**config.mk**
```make
export PLATFORM = sky130hd
export DESIGN_NAME = bmld_front_flat
export DESIGN_NICKNAME = d
export VERILOG_FILES = /design/src/block_majority_label_downsample_defines.svh /design/src/bmld_pkg.sv /design/src/bmld_if.sv /design/src/bmld_front.sv /design/src/flat_wrapper.sv
export SDC_FILE = /design/constraint.sdc
export NUM_CORES = 1
export LEC_CHECK = 0
export CAP_MARGIN = 20
export CORE_MARGIN = 2
export CORE_UTILIZATION = 49
export DETAILED_ROUTE_END_ITERATION = 10
export DONT_BUFFER_PORTS = 1
export GPL_TIMING_DRIVEN = 0
export HOLD_SLACK_MARGIN = 0.05
export SYNTH_ARGS = -nofsm -noshare
export SYNTH_HDL_FRONTEND = slang
export SYNTH_SLANG_ARGS = --single-unit
```
**constraint.sdc**
```tcl
create_clock -name clk -period 6.2 [get_ports clk]
set_input_delay 0.62 -clock clk [delete_from_list [all_inputs] [get_ports clk]]
set_output_delay 0.62 -clock clk [all_outputs]
set_load 0.005 [all_outputs]
```
**src/block_majority_label_downsample_defines.svh**
```systemverilog
// Assertion macros shared by the downsampler RTL.
`ifndef BLOCK_MAJORITY_LABEL_DOWNSAMPLE_DEFINES_SVH
`define BLOCK_MAJORITY_LABEL_DOWNSAMPLE_DEFINES_SVH
`ifndef SYNTHESIS
// Check a property on every rising edge outside reset.
`define BMLD_ASSERT(name, clk, rst_n, prop) \
    name: assert property (@(posedge clk) disable iff (!rst_n) (prop)) \
        else $error("bmld assertion failed");
// Check that a condition never holds outside reset.
`define BMLD_NEVER(name, clk, rst_n, cond) \
    name: assert property (@(posedge clk) disable iff (!rst_n) !(cond)) \
        else $error("bmld forbidden condition seen");
`else
`define BMLD_ASSERT(name, clk, rst_n, prop)
`define BMLD_NEVER(name, clk, rst_n, cond)
`endif
`endif

```
**src/bmld_pkg.sv**
```systemverilog
// Shared types and constants of the block majority label downsampler.
package bmld_pkg;

    localparam int DEF_MAX_CELLS   = 4096;
    localparam int DEF_NUM_CLASSES = 8;
    localparam int QUEUE_DEPTH     = 4;

    localparam int PIX_W       = 11;
    localparam int LABEL_W     = 16;
    localparam int IDX_W       = 12;
    localparam int CLASS_OUT_W = 3;
    localparam int CNT_W       = 16;
    localparam int DVD_W       = 16;
    localparam int CFG_IDX_W   = 3;
    localparam int CFG_DATA_W  = 16;

    localparam logic [CNT_W-1:0] COUNT_MAX = '1;

    typedef enum logic
    {
        OP_ACC  = 1'b0,
        OP_READ = 1'b1
    } op_t;

    typedef enum logic [CFG_IDX_W-1:0]
    {
        REG_LR_WIDTH     = 3'd0,
        REG_LR_HEIGHT    = 3'd1,
        REG_SCALE        = 3'd2,
        REG_ORIGIN_X     = 3'd3,
        REG_ORIGIN_Y     = 3'd4,
        REG_LABEL_WIDTH  = 3'd5,
        REG_LABEL_HEIGHT = 3'd6
    } reg_idx_t;

    typedef struct packed
    {
        logic [6:0]  lr_width;
        logic [6:0]  lr_height;
        logic [7:0]  scale;
        logic [15:0] origin_x;
        logic [15:0] origin_y;
        logic [11:0] label_width;
        logic [11:0] label_height;
    } cfg_t;

endpackage

```
**src/bmld_if.sv**
```systemverilog
// Item and result channel interfaces of the downsampler.
interface bmld_item_if import bmld_pkg::*; ();
    logic                 valid;
    logic                 ready;
    logic                 func;
    logic [PIX_W-1:0]     pix_x;
    logic [PIX_W-1:0]     pix_y;
    logic [LABEL_W-1:0]   label;
    logic [IDX_W-1:0]     cell_index;

    modport source (output valid, func, pix_x, pix_y, label, cell_index, input ready);
    modport sink   (input valid, func, pix_x, pix_y, label, cell_index, output ready);
endinterface


```
**src/bmld_front.sv**
```systemverilog
// Front end: accept words, drop off-grid pixels, divide into cell coordinates.
module bmld_front import bmld_pkg::*; #(
    parameter int  MAX_CELLS   = DEF_MAX_CELLS,
    parameter int  NUM_CLASSES = DEF_NUM_CLASSES,
    localparam int CELL_W      = (MAX_CELLS > 1) ? $clog2(MAX_CELLS) : 1,
    localparam int CLS_W       = $clog2(NUM_CLASSES),
    localparam int CMD_W       = 2 + IDX_W + CLS_W + CELL_W
) (
    input  logic             clk,
    input  logic             rst_n,
    input  cfg_t             cfg,
    input  logic             clearing,
    bmld_item_if.sink        item,
    output logic             push_valid,
    input  logic             push_ready,
    output logic [CMD_W-1:0] push_data
);

    localparam int              STEP_W     = $clog2(DVD_W);
    localparam logic [16:0]     CELL_LIMIT = 17'(MAX_CELLS);

    typedef enum logic [1:0]
    {
        ST_IDLE,
        ST_DIV,
        ST_CELL,
        ST_PUSH
    } state_t;

    state_t              state_reg, state_next;
    op_t                 op_reg, op_next;
    logic                oob_reg, oob_next;
    logic [IDX_W-1:0]    echo_reg, echo_next;
    logic [CLS_W-1:0]    cls_reg, cls_next;
    logic [CELL_W-1:0]   addr_reg, addr_next;
    logic [DVD_W-1:0]    qx_reg, qx_next, qy_reg, qy_next;
    logic [7:0]          rx_reg, rx_next, ry_reg, ry_next;
    logic [STEP_W-1:0]   cnt_reg, cnt_next;

    logic [16:0]         dx, dy;
    logic                drop;
    logic [8:0]          rx_sh, ry_sh, rx_dif, ry_dif;
    logic                gx, gy;
    logic [13:0]         prod;
    logic [14:0]         cell_sum;
    logic                in_grid, in_store;

    assign item.ready = (state_reg == ST_IDLE) && !clearing;
    assign push_valid = (state_reg == ST_PUSH);
    assign push_data  = {op_reg, oob_reg, echo_reg, cls_reg, addr_reg};

    always_comb
    begin
        dx = {6'b0, item.pix_x} - {cfg.origin_x[15], cfg.origin_x};
        dy = {6'b0, item.pix_y} - {cfg.origin_y[15], cfg.origin_y};
        drop = ({1'b0, item.pix_x} >= cfg.label_width)
            || ({1'b0, item.pix_y} >= cfg.label_height)
            || (cfg.scale == 8'd0)
            || ({1'b0, item.label[3:0]} >= 5'(NUM_CLASSES))
            || dx[16] || dy[16];

        // one restoring divide step on each axis
        rx_sh  = {rx_reg, qx_reg[DVD_W-1]};
        ry_sh  = {ry_reg, qy_reg[DVD_W-1]};
        gx     = rx_sh >= {1'b0, cfg.scale};
        gy     = ry_sh >= {1'b0, cfg.scale};
        rx_dif = rx_sh - {1'b0, cfg.scale};
        ry_dif = ry_sh - {1'b0, cfg.scale};

        in_grid  = (qx_reg < {9'b0, cfg.lr_width}) && (qy_reg < {9'b0, cfg.lr_height});
        prod     = qy_reg[6:0] * cfg.lr_width;
        cell_sum = {1'b0, prod} + {8'b0, qx_reg[6:0]};
        in_store = {2'b0, cell_sum} < CELL_LIMIT;

        state_next = state_reg;
        op_next    = op_reg;
        oob_next   = oob_reg;
        echo_next  = echo_reg;
        cls_next   = cls_reg;
        addr_next  = addr_reg;
        qx_next    = qx_reg;
        qy_next    = qy_reg;
        rx_next    = rx_reg;
        ry_next    = ry_reg;
        cnt_next   = cnt_reg;

        unique case (state_reg)
            ST_IDLE:
            begin
                if (item.valid && item.ready)
                begin
                    if (item.func == OP_READ)
                    begin
                        op_next    = OP_READ;
                        echo_next  = item.cell_index;
                        addr_next  = CELL_W'(item.cell_index);
                        oob_next   = {5'b0, item.cell_index} >= CELL_LIMIT;
                        state_next = ST_PUSH;
                    end
                    else if (!drop)
                    begin
                        op_next    = OP_ACC;
                        oob_next   = 1'b0;
                        cls_next   = CLS_W'(item.label[3:0]);
                        qx_next    = dx[DVD_W-1:0];
                        qy_next    = dy[DVD_W-1:0];
                        rx_next    = '0;
                        ry_next    = '0;
                        cnt_next   = '0;
                        state_next = ST_DIV;
                    end
                end
            end
            ST_DIV:
            begin
                qx_next  = {qx_reg[DVD_W-2:0], gx};
                qy_next  = {qy_reg[DVD_W-2:0], gy};
                rx_next  = gx ? rx_dif[7:0] : rx_sh[7:0];
                ry_next  = gy ? ry_dif[7:0] : ry_sh[7:0];
                cnt_next = cnt_reg + 1'b1;
                if (cnt_reg == STEP_W'(DVD_W - 1))
                begin
                    state_next = ST_CELL;
                end
            end
            ST_CELL:
            begin
                addr_next  = CELL_W'(cell_sum);
                state_next = (in_grid && in_store) ? ST_PUSH : ST_IDLE;
            end
            ST_PUSH:
            begin
                if (push_ready)
                begin
                    state_next = ST_IDLE;
                end
            end
            default:
            begin
                state_next = ST_IDLE;
            end
        endcase
    end

    always_ff @(posedge clk or negedge rst_n)
    begin
        if (!rst_n)
        begin
            state_reg <= ST_IDLE;
            op_reg    <= OP_ACC;
            oob_reg   <= 1'b0;
            echo_reg  <= '0;
            cls_reg   <= '0;
            addr_reg  <= '0;
            qx_reg    <= '0;
            qy_reg    <= '0;
            rx_reg    <= '0;
            ry_reg    <= '0;
            cnt_reg   <= '0;
        end
        else
        begin
            state_reg <= state_next;
            op_reg    <= op_next;
            oob_reg   <= oob_next;
            echo_reg  <= echo_next;
            cls_reg   <= cls_next;
            addr_reg  <= addr_next;
            qx_reg    <= qx_next;
            qy_reg    <= qy_next;
            rx_reg    <= rx_next;
            ry_reg    <= ry_next;
            cnt_reg   <= cnt_next;
        end
    end

endmodule

```
**src/flat_wrapper.sv**
```systemverilog
// flat-port wrapper written by rule: the top's interface ports become plain ports
module bmld_front_flat import bmld_pkg::*;
#(
    parameter int  MAX_CELLS   = DEF_MAX_CELLS,
    parameter int  NUM_CLASSES = DEF_NUM_CLASSES,
    localparam int CELL_W      = (MAX_CELLS > 1) ? $clog2(MAX_CELLS) : 1,
    localparam int CLS_W       = $clog2(NUM_CLASSES),
    localparam int CMD_W       = 2 + IDX_W + CLS_W + CELL_W
)
  (clk, rst_n, cfg, clearing, push_valid, push_ready, push_data, item_valid, item_func, item_pix_x, item_pix_y, item_label, item_cell_index, item_ready);
  bmld_item_if item_i ();
  input  logic clk;
  input  logic rst_n;
  input  cfg_t cfg;
  input  logic clearing;
  output logic push_valid;
  input  logic push_ready;
  output logic [CMD_W-1:0] push_data;
  input wire logic [$bits(item_i.valid)-1:0] item_valid;
  input wire logic [$bits(item_i.func)-1:0] item_func;
  input wire logic [$bits(item_i.pix_x)-1:0] item_pix_x;
  input wire logic [$bits(item_i.pix_y)-1:0] item_pix_y;
  input wire logic [$bits(item_i.label)-1:0] item_label;
  input wire logic [$bits(item_i.cell_index)-1:0] item_cell_index;
  output wire logic [$bits(item_i.ready)-1:0] item_ready;
  assign item_i.valid = item_valid;
  assign item_i.func = item_func;
  assign item_i.pix_x = item_pix_x;
  assign item_i.pix_y = item_pix_y;
  assign item_i.label = item_label;
  assign item_i.cell_index = item_cell_index;
  assign item_ready = item_i.ready;
  bmld_front #(.MAX_CELLS(MAX_CELLS), .NUM_CLASSES(NUM_CLASSES)) u_core (.clk(clk), .rst_n(rst_n), .cfg(cfg), .clearing(clearing), .item(item_i), .push_valid(push_valid), .push_ready(push_ready), .push_data(push_data));
endmodule
```
==> impl_metrics.yaml <==
outcome:
  run_status: "finished clean"
clocking:
  post-cts-setup-buffer-count: 0
  cts.reportedPaths.clkPinSlew_ps: 70
  clock_sink_count: 82
  cts-buffers-inserted: 9
  cts_root_buffer: "sky130_fd_sc_hd__clkbuf_16"
  cts_tree: "done"
  htree_num_levels: 3
  worst_skew_pair.late_latency_ps: 350
  cts_max_path_buffers: 2
synthesis:
  ys_types: 74
  avgSynthCellArea_um2: 8.429
  synth.largest_area_cell: "sky130_fd_sc_hd__dfrtp_1"
  ys_seq_elements: 82
  yosys_warnings: 0
  synth.yosys.seq_area_share_pct: 24.37
  yosys.area.top_type_share_pct: 24.37
  ys.flop_type: "sky130_fd_sc_hd__dfrtp_1"
  synthArstFlopShare_pct: 100.0
  synthCells: 999
  syn_nets: 1279
  synth.area.top_cells: "sky130_fd_sc_hd__dfrtp_1 (24%), sky130_fd_sc_hd__ha_1 (16%), sky130_fd_sc_hd__fa_1 (8.3%)"
  syn_area_mm2: 0.008421
  post_synth_edffs: 0
critical_path:
  timing.critical_path.fanout_max: 10
  critical_path.most_common_cell: "sky130_fd_sc_hd__fa_1"
  cp_data_arrival_time_ps: 5830
  timing.rr.start: "u_core.qy_reg[0]$_DFFE_PN0P_"
  path_cells: "clkbuf_1 -> nand2_1 -> fa_1 -> fa_1 -> inv_1 -> fa_1 -> inv_1 -> fa_1 -> inv_1 -> ha_1 -> and3_1 -> a21oi_1 -> a31oi_1 -> a31oi_1 -> mux2_1 -> or4_1 -> a32oi_1"
  reg2reg_setup_slack_ps: 620
  worst_r2r_endpoint: "u_core.state_reg[1]$_DFFE_PN0P_"
  cp_slowest_cell: "sky130_fd_sc_hd__fa_1"
  cp_data_required_time_ps: 6450
  reg2regPathDepth: 17
  critPathLaunchType: "flip-flop"
  timing.setup.critical_path_class: "reg -> reg"
  crit_path_end_kind: "flip-flop"
  largest_stage_delay_worst_path_ps: 540
power:
  power.density_cell_area_mw_per_mm2: 601.5
  power.static_leakage_uw: 0.004401
  ir_drop_worst_case_vdd_uv: 1142
hold_path:
  classification_of_the_worst_slack_hold_path: "in -> async"
finish:
  area_growth_syn_to_layout_pct: 7.236
  layout.core_utilization_pct: 54.07
  final_nets: 1291
  drive_gt1_share_pct: 4.429
  antennaDiodeCount: 0
  most-common-layout-cells: "sky130_fd_sc_hd__inv_1 (144), sky130_fd_sc_hd__ha_1 (111), sky130_fd_sc_hd__nand2_1 (107)"
  postLayoutCellArea_mm2: 0.009030
  nFillCells: 1646
  most_common_cell_after_layout_fill_and_taps_aside: "sky130_fd_sc_hd__inv_1"
floorplan:
  initial_core_util_pct: 50.42
  io-pin-count: 165
  core-area_mm2: 0.01670
  die-height_um: 135.1
  floorplan.rows: 47
  chip_width_um: 135.1
  die-area_mm2: 0.01825
placement:
  placement.io_buffers: 0
  hpwlAfterDp_um: 18190
  placed_area_mm2: 0.008696
  routabilityCongestion: 0.9053
detailed_routing:
  route.detailed.vias_per_inst: 5.807
  drt-wirelength-per-cell_um: 18.44
  firstDrtPassIters: 5
  antenna_left: 0
  finalWirelength_um: 22800
  route.vias.total: 7178
  drt_first_iter_violations: 374
  drc: 0
sta:
  fraction_of_the_cycle_the_final_worst_path_needs_pct: 89.95
  fmaxAchievable_mhz: 179.3
  hold_viol_final: 0
  worst_slew_margin_rel_pct: 42.87
  worst_slew_pin_slew_ps: 856.9
  setup_repair_after_global_routing_missed_its_margin: "no"
  timing.final.crit_period_ps: 5577
  finalMaxSlewViolations: 0
  setup_viol: 0
  timing.setup.tns_ps: 0
  clock-skew-final_ps: 7.643
grt:
  grt_start_max_net_pins: 83
  number_of_antenna_violations_at_the_first_check_in_global_routing: 0
  grt_pass1_wl_um: 36600
  grt_pass1_vias: 7108
  grt_remaining_overflow: 0
  gr_util_all_layers_pct: 25.55
flow_run:
  max_cap_viol_count: 0
synth_stat cells, types with 18 or more instances:
cell / count
sky130_fd_sc_hd__inv_1: 144
sky130_fd_sc_hd__a21oi_1: 50
sky130_fd_sc_hd__nand2_1: 107
sky130_fd_sc_hd__a221oi_1: 18
sky130_fd_sc_hd__and2_1: 24
sky130_fd_sc_hd__ha_1: 111
sky130_fd_sc_hd__dfrtp_1: 82
sky130_fd_sc_hd__o21ai_0: 35
sky130_fd_sc_hd__fa_1: 35
sky130_fd_sc_hd__nor2b_1: 18
sky130_fd_sc_hd__nor2_1: 59
sky130_fd_sc_hd__clkbuf_1: 22
how the worst max path moves through the flow:
stage / slack (ps) / endpoint / from / cells past startpoint
after global routing: 310 / u_core.state_reg[1]$_DFFE_PN0P_ / u_core.qy_reg[0]$_DFFE_PN0P_ / 17
after global placement: 670 / u_core.state_reg[1]$_DFFE_PN0P_ / u_core.qy_reg[0]$_DFFE_PN0P_ / 17
after CTS: 590 / u_core.state_reg[1]$_DFFE_PN0P_ / u_core.qy_reg[0]$_DFFE_PN0P_ / 17
after floorplan: 1140 / u_core.state_reg[1]$_DFFE_PN0P_ / cfg[74] / 17
after detailed placement: 620 / u_core.state_reg[1]$_DFFE_PN0P_ / u_core.qy_reg[0]$_DFFE_PN0P_ / 17
final: 620 / u_core.state_reg[1]$_DFFE_PN0P_ / u_core.qy_reg[0]$_DFFE_PN0P_ / 17
metal layers:
| layer | routed length, um | vias up | GRT usage [%] |
|---|---|---|---|
| li1 | - | 3530 | - |
| met1 | 10600 | 3437 | 34.86 |
| met2 | 10700 | 183 | 42.30 |
| met3 | 1229 | 28 | 5.368 |
| met4 | 269 | 0 | 4.919 |
| met5 | 0 | - | 0 |
kinds of logic after synthesis:
group                      share of synthesized area (%)
and+or+nand+nor                                    18.26
AOI/OAI and AO/OA                                  20.67
buffers and inverters                              8.143
adders and majority gates                          24.81
DFF                                                24.37
xor gates and xnor gates                           2.808
muxes                                             0.8915
other                                            0.04453
per-stage QoR:
stage | setup WS [ps] | instances | power, uW | hold slack [ps]
3_5_place_dp | 621.7 | 1219 | 4877 | 329.4
2_1_floorplan | 1143 | 999 | 3891 | 324.4
3_3_place_gp | 669.0 | 1219 | 4847 | 329.0
6_report | 623.3 | 1236 | 5431 | 173.4
5_1_grt | 313.2 | 1236 | 6071 | 194.4
4_1_cts | 590.5 | 1236 | 5474 | 195.5
worst max-delay path: cells and delay by family (launching register included):
| kind | cells | cell delay [ps] |
|---|---|---|
| muxes | 1 | 340 |
| adders and majority gates | 5 | 2500 |
| and+or+nand+nor | 3 | 880 |
| AOI/OAI and AO/OA | 4 | 810 |
| DFF | 1 | 320 |
| buffers and inverters | 4 | 620 |
power by group:
part | total [uW] | switching (uW) | leakage, uW | internal [uW]
Clock | 563 | 230 | 0.000145 | 334
Combinational | 3850 | 2210 | 0.00330 | 1640
Sequential | 1020 | 226 | 0.000961 | 792
area by class of cell:
type	count	area (um2)	area share [%]
multi-input cells	740	5683	62.93
plain buffers	33	145.1	1.607
clock buffers	12	256.5	2.841
well taps	220	275.3	3.048
repair buffers	1	27.53	0.3048
inverters	144	540.5	5.986
clock inverters	4	50.05	0.5542
flip-flops and latches	82	2052	22.72
timing repair:
action,in CTS,in global routing
resized for setup,0,0
hold endpoints to repair,82,0
hold buffers,1,0
Note: power is estimated with default switching activity, not from simulation.
