--- src/block_majority_label_downsample_defines.svh ---
// Assertion macros shared by the downsampler RTL.
`ifndef BLOCK_MAJORITY_LABEL_DOWNSAMPLE_DEFINES_SVH
`define BLOCK_MAJORITY_LABEL_DOWNSAMPLE_DEFINES_SVH
`ifndef SYNTHESIS
// Check a property on every rising edge outside reset.
`define BMLD_ASSERT(name, clk, rst_n, prop) \
    name: assert property (@(posedge clk) disable iff (!rst_n) (prop)) \
        else $error("bmld assertion failed");
// Check that a condition never holds outside reset.
`define BMLD_NEVER(name, clk, rst_n, cond) \
    name: assert property (@(posedge clk) disable iff (!rst_n) !(cond)) \
        else $error("bmld forbidden condition seen");
`else
`define BMLD_ASSERT(name, clk, rst_n, prop)
`define BMLD_NEVER(name, clk, rst_n, cond)
`endif
`endif

--- src/bmld_pkg.sv ---
// Shared types and constants of the block majority label downsampler.
package bmld_pkg;

    localparam int DEF_MAX_CELLS   = 4096;
    localparam int DEF_NUM_CLASSES = 8;
    localparam int QUEUE_DEPTH     = 4;

    localparam int PIX_W       = 11;
    localparam int LABEL_W     = 16;
    localparam int IDX_W       = 12;
    localparam int CLASS_OUT_W = 3;
    localparam int CNT_W       = 16;
    localparam int DVD_W       = 16;
    localparam int CFG_IDX_W   = 3;
    localparam int CFG_DATA_W  = 16;

    localparam logic [CNT_W-1:0] COUNT_MAX = '1;

    typedef enum logic
    {
        OP_ACC  = 1'b0,
        OP_READ = 1'b1
    } op_t;

    typedef enum logic [CFG_IDX_W-1:0]
    {
        REG_LR_WIDTH     = 3'd0,
        REG_LR_HEIGHT    = 3'd1,
        REG_SCALE        = 3'd2,
        REG_ORIGIN_X     = 3'd3,
        REG_ORIGIN_Y     = 3'd4,
        REG_LABEL_WIDTH  = 3'd5,
        REG_LABEL_HEIGHT = 3'd6
    } reg_idx_t;

    typedef struct packed
    {
        logic [6:0]  lr_width;
        logic [6:0]  lr_height;
        logic [7:0]  scale;
        logic [15:0] origin_x;
        logic [15:0] origin_y;
        logic [11:0] label_width;
        logic [11:0] label_height;
    } cfg_t;

endpackage

--- src/bmld_queue.sv ---
// Short command queue between front end and back end.
`include "block_majority_label_downsample_defines.svh"
module bmld_queue import bmld_pkg::*; #(
    parameter int  DATA_W = 8,
    parameter int  DEPTH  = QUEUE_DEPTH,
    localparam int PTR_W  = $clog2(DEPTH),
    localparam int CNT_W  = $clog2(DEPTH + 1)
) (
    input  logic              clk,
    input  logic              rst_n,
    input  logic              push_valid,
    output logic              push_ready,
    input  logic [DATA_W-1:0] push_data,
    output logic              pop_valid,
    input  logic              pop_ready,
    output logic [DATA_W-1:0] pop_data
);

    logic [DATA_W-1:0] slot_reg [DEPTH];
    logic [PTR_W-1:0]  wr_ptr_reg, rd_ptr_reg;
    logic [CNT_W-1:0]  count_reg;
    logic              do_push, do_pop;

    assign push_ready = count_reg != CNT_W'(DEPTH);
    assign pop_valid  = count_reg != '0;
    assign pop_data   = slot_reg[rd_ptr_reg];
    assign do_push    = push_valid && push_ready;
    assign do_pop     = pop_valid && pop_ready;

    always_ff @(posedge clk)
    begin
        if (do_push)
        begin
            slot_reg[wr_ptr_reg] <= push_data;
        end
    end

    always_ff @(posedge clk or negedge rst_n)
    begin
        if (!rst_n)
        begin
            wr_ptr_reg <= '0;
            rd_ptr_reg <= '0;
            count_reg  <= '0;
        end
        else
        begin
            if (do_push)
            begin
                wr_ptr_reg <= wr_ptr_reg + 1'b1;
            end
            if (do_pop)
            begin
                rd_ptr_reg <= rd_ptr_reg + 1'b1;
            end
            if (do_push && !do_pop)
            begin
                count_reg <= count_reg + 1'b1;
            end
            else if (do_pop && !do_push)
            begin
                count_reg <= count_reg - 1'b1;
            end
        end
    end

    `BMLD_ASSERT(a_queue_bound, clk, rst_n, count_reg <= CNT_W'(DEPTH))
    `BMLD_ASSERT(a_queue_grow, clk, rst_n, (do_push && !do_pop) |=> (count_reg == $past(count_reg) + 1'b1))

endmodule

--- config.mk ---
export PLATFORM = sky130hd
export DESIGN_NAME = bmld_queue
export DESIGN_NICKNAME = d
export VERILOG_FILES = /design/src/bmld_pkg.sv /design/src/bmld_queue.sv
export VERILOG_INCLUDE_DIRS = /design/src /design/src/src
export SDC_FILE = /design/constraint.sdc
export NUM_CORES = 1
export LEC_CHECK = 0
export BUFFER_PORTS_ARGS = -buffer_cell sky130_fd_sc_hd__buf_4
export CAP_MARGIN = 20
export CORE_MARGIN = 2
export CORE_UTILIZATION = 55
export CTS_CLUSTER_SIZE = 14
export DETAILED_ROUTE_END_ITERATION = 12
export GPL_ROUTABILITY_DRIVEN = 0
export GPL_TIMING_DRIVEN = 0
export PLACE_DENSITY = 0.77
export SKIP_LAST_GASP = 1
export SLEW_MARGIN = 20
export SYNTH_ARGS = -nofsm -noshare
export SYNTH_HDL_FRONTEND = slang
export SYNTH_SLANG_ARGS = --single-unit
--- constraint.sdc ---
create_clock -name clk -period 2.4 [get_ports clk]
set_clock_uncertainty 0.2 [all_clocks]
set_input_delay 0.12 -clock clk [delete_from_list [all_inputs] [get_ports clk]]
set_output_delay 0.12 -clock clk [all_outputs]
set_load 0.02 [all_outputs]
==> summary by stage, run 1 <==
Detailed routing
The final routed wirelength across all metal layers is 2410 um. The average routed wire per standard cell is 16.2 um. Once detail routing completed, the nets flagged for antenna violations numbered 0. The routed layout has 788 vias. The starting DRC count in detailed routing is 20. Using the TritonRoute via totals, the vias-per-cell ratio works out to 5.29. The number of remaining DRC errors is 0. The first-pass detailed-route iteration total is 2.

Floorplan
The number of primary I/O pins is 22. In this run the horizontal extent of the chip is 57.7 um. The floorplan step defined a core boundary enclosing 2760 um2.

The area of the die is 3330 um2. The floorplan has 19 rows. The initial utilization of the core area, before any placement, comes to 0.574. The floorplan step set the die height to 57.7 um.

Setup path
Of all nets on the critical path, the largest fanout is 4. The buffer and inverter count on the worst path is 1. The most frequent cell on the critical path is xor2_1. Broken down by cell family, the worst path's largest delay share belongs to simple AND/OR/NAND/NOR gates. The worst setup path is launched from a register.

The worst setup path is of the register to register kind. The timing startpoint of the critical path is count_reg[0]. The signal on the critical path passes through or3_4 > nand2_4 > ha_1 > inv_1 > fa_1 > xor2_1 > nor2_1 > xor2_1. The arrival time of the worst setup path is 2.35 ns. The reg-to-reg startpoint is count_reg[0].

The kind of capture point of the worst setup path is a register. The largest single stage delay on the critical path is 0.45 ns. For the worst setup path, the data required time is 2.47 ns.

The master of the slowest instance on the critical path is dfrtp_2.

Final layout
The count of nets after finishing is 135. The register with the most flip-flops in the layout has 32 of them. The fill cell instance count of the final layout is 187. The sequential cell area is 1140 um2.

The post-synthesis to final-layout area growth is 23.0%. At the end of the flow the core is filled with cells to 0.706. The final instance area is 1950 um2. The multi-input combinational cell area is 424 um2.

Of the cells placed in the final design, the portion with a size suffix greater than 1 is 0.381. 0 antenna diodes ended up in the layout.

Power and ir drop
Of the total power, registers draw 0.446. In this run the static leakage power is 0.732 nW. The post-route total power is 2.24 mW. The cell-internal power is 1.50 mW. The relative contribution of combinational cells to total power is 0.419. Of the total power, the share spent switching nets is 0.330. The maximum vdd drop is 1.01 mV.

The total net switching power is 0.739 mW. The fraction of power consumed by the clock network is 0.135. The power density over cell area is 1150 nW/um2.

Hold path
The startpoint of the most critical hold path is push_valid. The worst min-delay path category is input port to register.

Placed design
After detailed placement, the total cell area comes to 1780 um2. The estimated wirelength of the detail-placed design is 1620 um. The port buffer count is 21. Prior to clock tree synthesis, the placed netlist has a worst setup slack of 0.107 ns.

Logic synthesis
Of the synthesized area, sequential elements account for 0.717. After synthesis, the mean cell area works out to 20.6 um2. The total nets after synthesis is 95. The count of synthesis-stage warnings from yosys is 0.

The number of unique standard cell types used by synthesis is 20. Synthesis produced a netlist whose cell count is 77. The mapped netlist covers 1580 um2. The register bit count reported by yosys is 39.

STA
Derived from the worst setup path, the maximum achievable clock frequency is 437 MHz. In the finished design, the share of the clock period the worst path needs comes to 0.953. For the pin with the worst max-slew slack, the measured transition is 0.456 ns. Measured against its own limit, the worst slew margin works out to 0.696. Counting I/O delays and the setup requirement, the final critical path takes 2.29 ns.

The hold violation count in the final report is 0. The max-slew violation total from the final report is 0. Setup violations remaining at the end of the flow were counted as 0. The post-route worst setup slack is 0.114 ns. Summed over all failing endpoints, the final setup total negative slack is 0 ns.

Global routing
In the global route stage, overall resource usage came out at 0.178. Global routing finished with a remaining overflow of 0. The first global-routing pass estimated 4020 um of wire. Entering global routing, the biggest net connects 12 pins. The number of antenna violations at the first check in global routing was 0. The via count of the first global-routing pass came to 893.

CTS
The tree is rooted in a clkbuf_4. The maximum clock insertion buffer count is 2. Clock latency on the worst-skew pair, taken at its later pin, is 0.34 ns. The number of buffers inserted during clock tree synthesis is 5.

The clock edge transition at the registers on the reported setup and hold paths is 0.09 ns. Counting every sink on the clock net gives 39. CTS built an H-tree with a depth of 2. TritonCTS built the clock tree.

Flow run
The max-capacitance violation count is 0.

Outcome
The flow ran to the end, and the final reports show no timing, DRC or antenna violations.
-- synthesized netlist by cell type --
| master | instances | area, um2 |
|---|---|---|
| mux2_2 | 1 | 11.3 |
| xor2_1 | 2 | 17.5 |
| nand3_2 | 1 | 10.0 |
| ha_1 | 5 | 62.6 |
| inv_1 | 3 | 11.3 |
| nor2_1 | 1 | 3.75 |
| buf_4 | 1 | 7.51 |
| nor2_2 | 1 | 6.26 |
| and2_1 | 4 | 25.0 |
| nand2_4 | 1 | 11.3 |
| mux4_2 | 8 | 180 |
| dfrtp_1 | 7 | 175 |
| clkbuf_2 | 1 | 5.00 |
| edfxtp_1 | 32 | 961 |
| a21boi_2 | 1 | 11.3 |
| nand2_1 | 1 | 3.75 |
| fa_1 | 1 | 20.0 |
| xnor2_1 | 4 | 35.0 |
| mux2_4 | 1 | 15.0 |
| or3_4 | 1 | 11.3 |
-- cell usage in the layout (no fill, tap or decap) --
cell type      count
a21boi_2           1
and2_1             4
buf_4             23
clkbuf_1           3
clkbuf_2           1
clkbuf_4           5
dfrtp_1            6
dfrtp_2            1
dlygate4sd3_1     11
edfxtp_1          32
fa_1               1
ha_1               5
inv_1              3
mux2_2             1
mux2_4             1
mux4_2             8
nand2_1            1
nand2_4            1
nand3_2            1
nor2_1             1
nor2_2             1
or3_4              1
xnor2_1            4
xor2_1             2
-- metal layers --
layer,up-vias,part of all wire,global-route usage
li1,372,-,-
met1,395,0.40,0.200
met2,15,0.53,0.302
met3,6,0.048,0.0469
met4,0,0.022,0.110
met5,-,0,0
-- path summary, 6_finish.rpt --
kind | to | slack [ns] | cells past startpoint
min in group asynchronous | count_reg[1] | 0.54 | 3
worst max-delay path | count_reg[2] | 0.11 | 8
max in group asynchronous | count_reg[0] | 1.20 | 3
worst min register to register | count_reg[0] | 0.33 | 1
worst max register to register | count_reg[2] | 0.11 | 8
worst min-delay path | wr_ptr_reg[0] | 0.05 | 3
-- per-stage QoR --
step,instances,hold WS [ns]
2_1_floorplan,77,-0.376
3_3_place_gp,129,-0.264
3_5_place_dp,129,-0.263
4_1_cts,148,0.0454
5_1_grt,149,0.0523
6_report,149,0.0477
-- layout make-up --
cell class	instances	area share
plain buffers	2	0.00642
repair buffers	33	0.141
clock buffers	8	0.0250
inverters	3	0.00578
well taps	31	0.0199
multi-input cells	33	0.218
flip-flops and latches	39	0.584
-- cell families after synthesis --
| kind of cell | Yosys count | synth area share |
|---|---|---|
| flip-flops | 39 | 0.717 |
| adder cells (fa/ha/maj) | 6 | 0.0521 |
| AO/OA/AOI/OAI | 1 | 0.00711 |
| multiplexers | 10 | 0.130 |
| AND/OR/NAND/NOR | 10 | 0.0450 |
| XOR/XNOR | 6 | 0.0332 |
| buffers and inverters | 5 | 0.0150 |
-- what timing repair did --
| action | CTS | global route |
|---|---|---|
| buffers inserted | 0 | 1 |
| hold buffers | 11 | 0 |
| hold endpoints to repair | 41 | 0 |
| endpoints found under the setup margin | 0 | 1 |
| resized for setup | 0 | 1 |
-- power groups by stage --
stage | clock (mW) | combinational, mW | sequential (mW)
2_1_floorplan | 0 | 0.646 | 0.993
3_3_place_gp | 0 | 0.892 | 1.00
3_5_place_dp | 0 | 0.928 | 1.01
4_1_cts | 0.314 | 0.943 | 0.999
5_1_grt | 0.347 | 1.03 | 1.02
6_report | 0.302 | 0.939 | 0.999
-- tightest hold or removal path, cell delays in order --
cell and delay (ns):
buf_4 0.10, a21boi_2 0.20, xnor2_1 0.13
Note: power is estimated with default switching activity, not from simulation.
==> run 2: changes to the inputs <==
ABC_AREA = 1   (was not set)
CORE_UTILIZATION = 56   (was 55)
PLACE_DENSITY = 0.78   (was 0.77)
==> summary by stage, run 2 <==
Detailed routing
The via count is 1,151 (+46%). The first-pass detailed-route iteration total is 4 (+2). The starting DRC count in detailed routing came to 41 (+110%). The number of vias per cell after detailed routing was 5.12 (-3.3%). The post-detailed-route count of antenna-violating nets is 0 (unchanged). The average routed wire per standard cell is 13.9 um (-14%). The final routed wirelength across all metal layers is 3130 um (+30%).

The number of remaining DRC errors is 0 (unchanged).

CTS
The TritonCTS clock tree is yes. The number of buffers inserted during clock tree synthesis was 5 (unchanged). The clock edge transition at the registers on the reported setup and hold paths is 0.11 ns (+0.02 ns).

The post-cts gate resize count is 0 (unchanged). The CTS root buffer is clkbuf_4. The maximum clock insertion buffer count came to 2 (unchanged). The clock latency of the later-clocked register in the worst-skew pair is 0.35 ns (about the same). The TritonCTS sink count is 39 (unchanged). The H-tree level count is 2 (unchanged).

Global routing
The pin count of the biggest net entering global routing is 12 (unchanged). The remaining global-route overflow is 0 (unchanged). The global routing usage summed across all routing layers is 0.211 (+0.0328). The first-pass GRT wire length is 5150 um (+28%). The number of antenna violations at the first check in global routing is 0 (unchanged). The via count of the first global-routing pass is 1,126 (+26%).

Setup path
The buffer and inverter count on the worst path was 3 (+2). By instance count, the cell type seen most on the critical path is inv_1. The required time reported for the critical path endpoint is 2.45 ns (-0.02 ns). The reg2reg setup slack was 0.32 ns (+0.21 ns).

The number of cells on the worst reg-to-reg path is 9 (+1). The master of the slowest instance on the critical path is dfrtp_1. Walking the worst path, the cells encountered are inv_1 > nand3_2 > nand2_1 > inv_1 > ha_1 > inv_1 > fa_1 > nand2_1 > o21ai_0.

The arrival time of the worst setup path was 2.13 ns (-0.22 ns). The worst-path maximum fanout came to 7 (+3). The reg-to-reg startpoint is count_reg[0].

The launching element type of the critical path is a register. STA classifies the critical path endpoint as a register. The worst setup path category is register to register. The timing startpoint of the critical path is count_reg[0]. The endpoint identified for the worst register-to-register timing path is count_reg[1]. The stage delay of the slowest cell on the critical path came to 0.44 ns (about the same).

Among cell families on the critical path, the largest total delay comes from adder cells.

Hold path
The path class of the tightest hold or removal check is input port to register. The startpoint of the most critical hold path is push_data[6]. The number of cells traversed by the worst hold path is 2 (-1).

The capture endpoint of the worst hold path is slot_reg[1][6].

Floorplan
The area of the die is 3550 um2 (+6.9%). The floorplan core area is 3000 um2 (+8.9%). The horizontal extent of the die is 59.6 um (+3.4%). The number of primary I/O pins is 22 (unchanged).

The die boundary height is 59.6 um (+3.4%). The cell row count is 20 (+1). The starting density of the core is 0.577 (+0.00226).

Final layout
The count of nets after finishing is 210 (+56%). The flip-flop count of the largest register, all copies and words added is 32 (unchanged). The most common library cell in the layout ignoring fill and taps is nand2_1. In the layout the commonest cells are nand2_1, edfxtp_1, inv_1. The number of antenna repair diodes is 0 (unchanged). The fraction of final layout cells sized beyond drive strength 1 is 0.177 (-0.204). The final cell count without fillers is 225 (+51%). The post-synthesis to final-layout area growth is 22.5%.

Logic synthesis
The largest total area in the synthesized netlist belongs to edfxtp_1. The number of unique standard cell types used by synthesis is 17 (-15%). The total nets after synthesis was 170 (+79%). The sequential fraction of the synthesis area is 0.656 (-0.0612).

The post-synthesis instance total was 152 (+97%). The most used flip-flop cell after synthesis is edfxtp_1. The register bit count reported by yosys is 39 (unchanged).

By area the synthesized netlist is led by edfxtp_1, dfrtp_1, nand2_1. The number of synthesized flops with an enable pin is 32 (unchanged). The summed instance area of the synthesized netlist is 1730 um2 (+9.3%). The area share of the largest cell type after synthesis is 0.555 (-0.0517). The post-synthesis average cell area was 11.4 um2 (-45%). The share of synthesized flip-flops with an asynchronous set or reset is 0.179 (unchanged). The count of synthesis-stage warnings from yosys is 0 (unchanged). The commonest cells after synthesis are nand2_1, edfxtp_1, inv_1. nand2_1 is the most common cell in the netlist.

STA
Setup repair after global routing left no endpoint under its margin. The hold violation count in the final report is 0 (unchanged). The actual transition at the worst max-transition pin is 0.854 ns (+0.398 ns). The setup violation total in the final timing report is 0 (unchanged). The tightest slew margin relative to the limit is 0.428 (-0.267). The shortest period the worst path allows is 2.08 ns (-0.207 ns). The achievable clock frequency is 481 MHz (+10%).

The total negative setup slack is 0 ns (unchanged). The final period utilization is 0.866 (-0.0864). The max-slew violation total from the final report is 0 (unchanged).

Placed design
The port buffer count came to 21 (unchanged). The count of placed standard cells including taps is 206 (+60%). The estimated wirelength of the detail-placed design is 2100 um (+30%).

Outcome
The run finished with clean final reports.

Power and ir drop
The maximum vdd drop is 0.675 mV (-33%). The power density over cell area came to 1200 nW/um2 (+4.0%). The leakage dissipation is 0.953 nW (+30%).

Flow run
The max-capacitance violation count is 0 (unchanged).
-- run 2: changes by cell type in the layout (fill, tap and decap cells not counted), sizes merged, moves of 3 or more --
| cell | delta |
|---|---|
| nand2 | +39 |
| inv | +29 |
| mux4 | -8 |
| and2 | -4 |
| nand3 | +6 |
| xnor2 | -3 |
| o211ai | +16 |
-- run 2: area by class of cell --
type                       count  area [um2]
tap                           33        41.3
clock inverter                 1        30.0
fill                         228         881
multi-input combinational     77         432
inverter                      32         120
timing repair buffer          33         278
clock buffer                   6        41.3
sequential                    39        1140
buffer                         4        43.8
-- run 2: logic make-up after synthesis --
logic type	after synthesis	share of synthesized area
fa+ha+maj	6	0.0477
flops	39	0.656
buf+inv	36	0.0947
simple gates	53	0.124
compound gates	17	0.0723
xor+xnor	1	0.00506
-- run 2: per-layer routing --
| layer | track usage | up-vias | wire (um) |
|---|---|---|---|
| li1 | - | 577 | - |
| met1 | 0.250 | 539 | 1360 |
| met2 | 0.352 | 28 | 1590 |
| met3 | 0.0459 | 7 | 124 |
| met4 | 0.124 | 0 | 63 |
| met5 | 0 | - | 0 |
-- run 2: repair_timing --
item / CTS / global route
hold endpoints to repair: 43 / 0
hold buffers: 12 / 0
buffers inserted: 0 / 0
-- run 2: worst register-to-register path, cell delays in order, from the launching register on --
cell	delay, ns
dfrtp_1	0.44
inv_1	0.12
nand3_2	0.12
nand2_1	0.19
inv_1	0.07
ha_1	0.21
inv_1	0.09
fa_1	0.41
nand2_1	0.07
o21ai_0	0.07
-- run 2: worst max-delay path by stage --
stage	end	slack [ns]	depth (start not counted)
2_1_floorplan	count_reg[2]	0.35	10
3_3_place_gp	count_reg[1]	0.39	9
3_5_place_dp	count_reg[1]	0.33	9
4_1_cts	count_reg[1]	0.32	9
5_1_grt	count_reg[2]	0.14	10
6_report	count_reg[1]	0.32	9
-- run 2: report_power, final --
part / switching [mW] / internal [mW] / total [mW]
Combinational: 0.686 / 0.440 / 1.13
Clock: 0.205 / 0.215 / 0.419
Sequential: 0.0798 / 0.912 / 0.992
-- run 2: through the flow --
stage / utilization / power (mW) / worst slack (ns) / instance area (um2) / hold slack, ns
floorplan: - / 1.74 / 0.349 / 1730 / -0.376
global placement: 0.643 / 2.08 / 0.395 / 1930 / -0.264
detailed placement: 0.643 / 2.13 / 0.326 / 1930 / -0.260
CTS: 0.707 / 2.56 / 0.323 / 2120 / 0.298
global route: 0.707 / 2.72 / 0.144 / 2120 / 0.306
finish: 0.707 / 2.54 / 0.321 / 2120 / 0.312
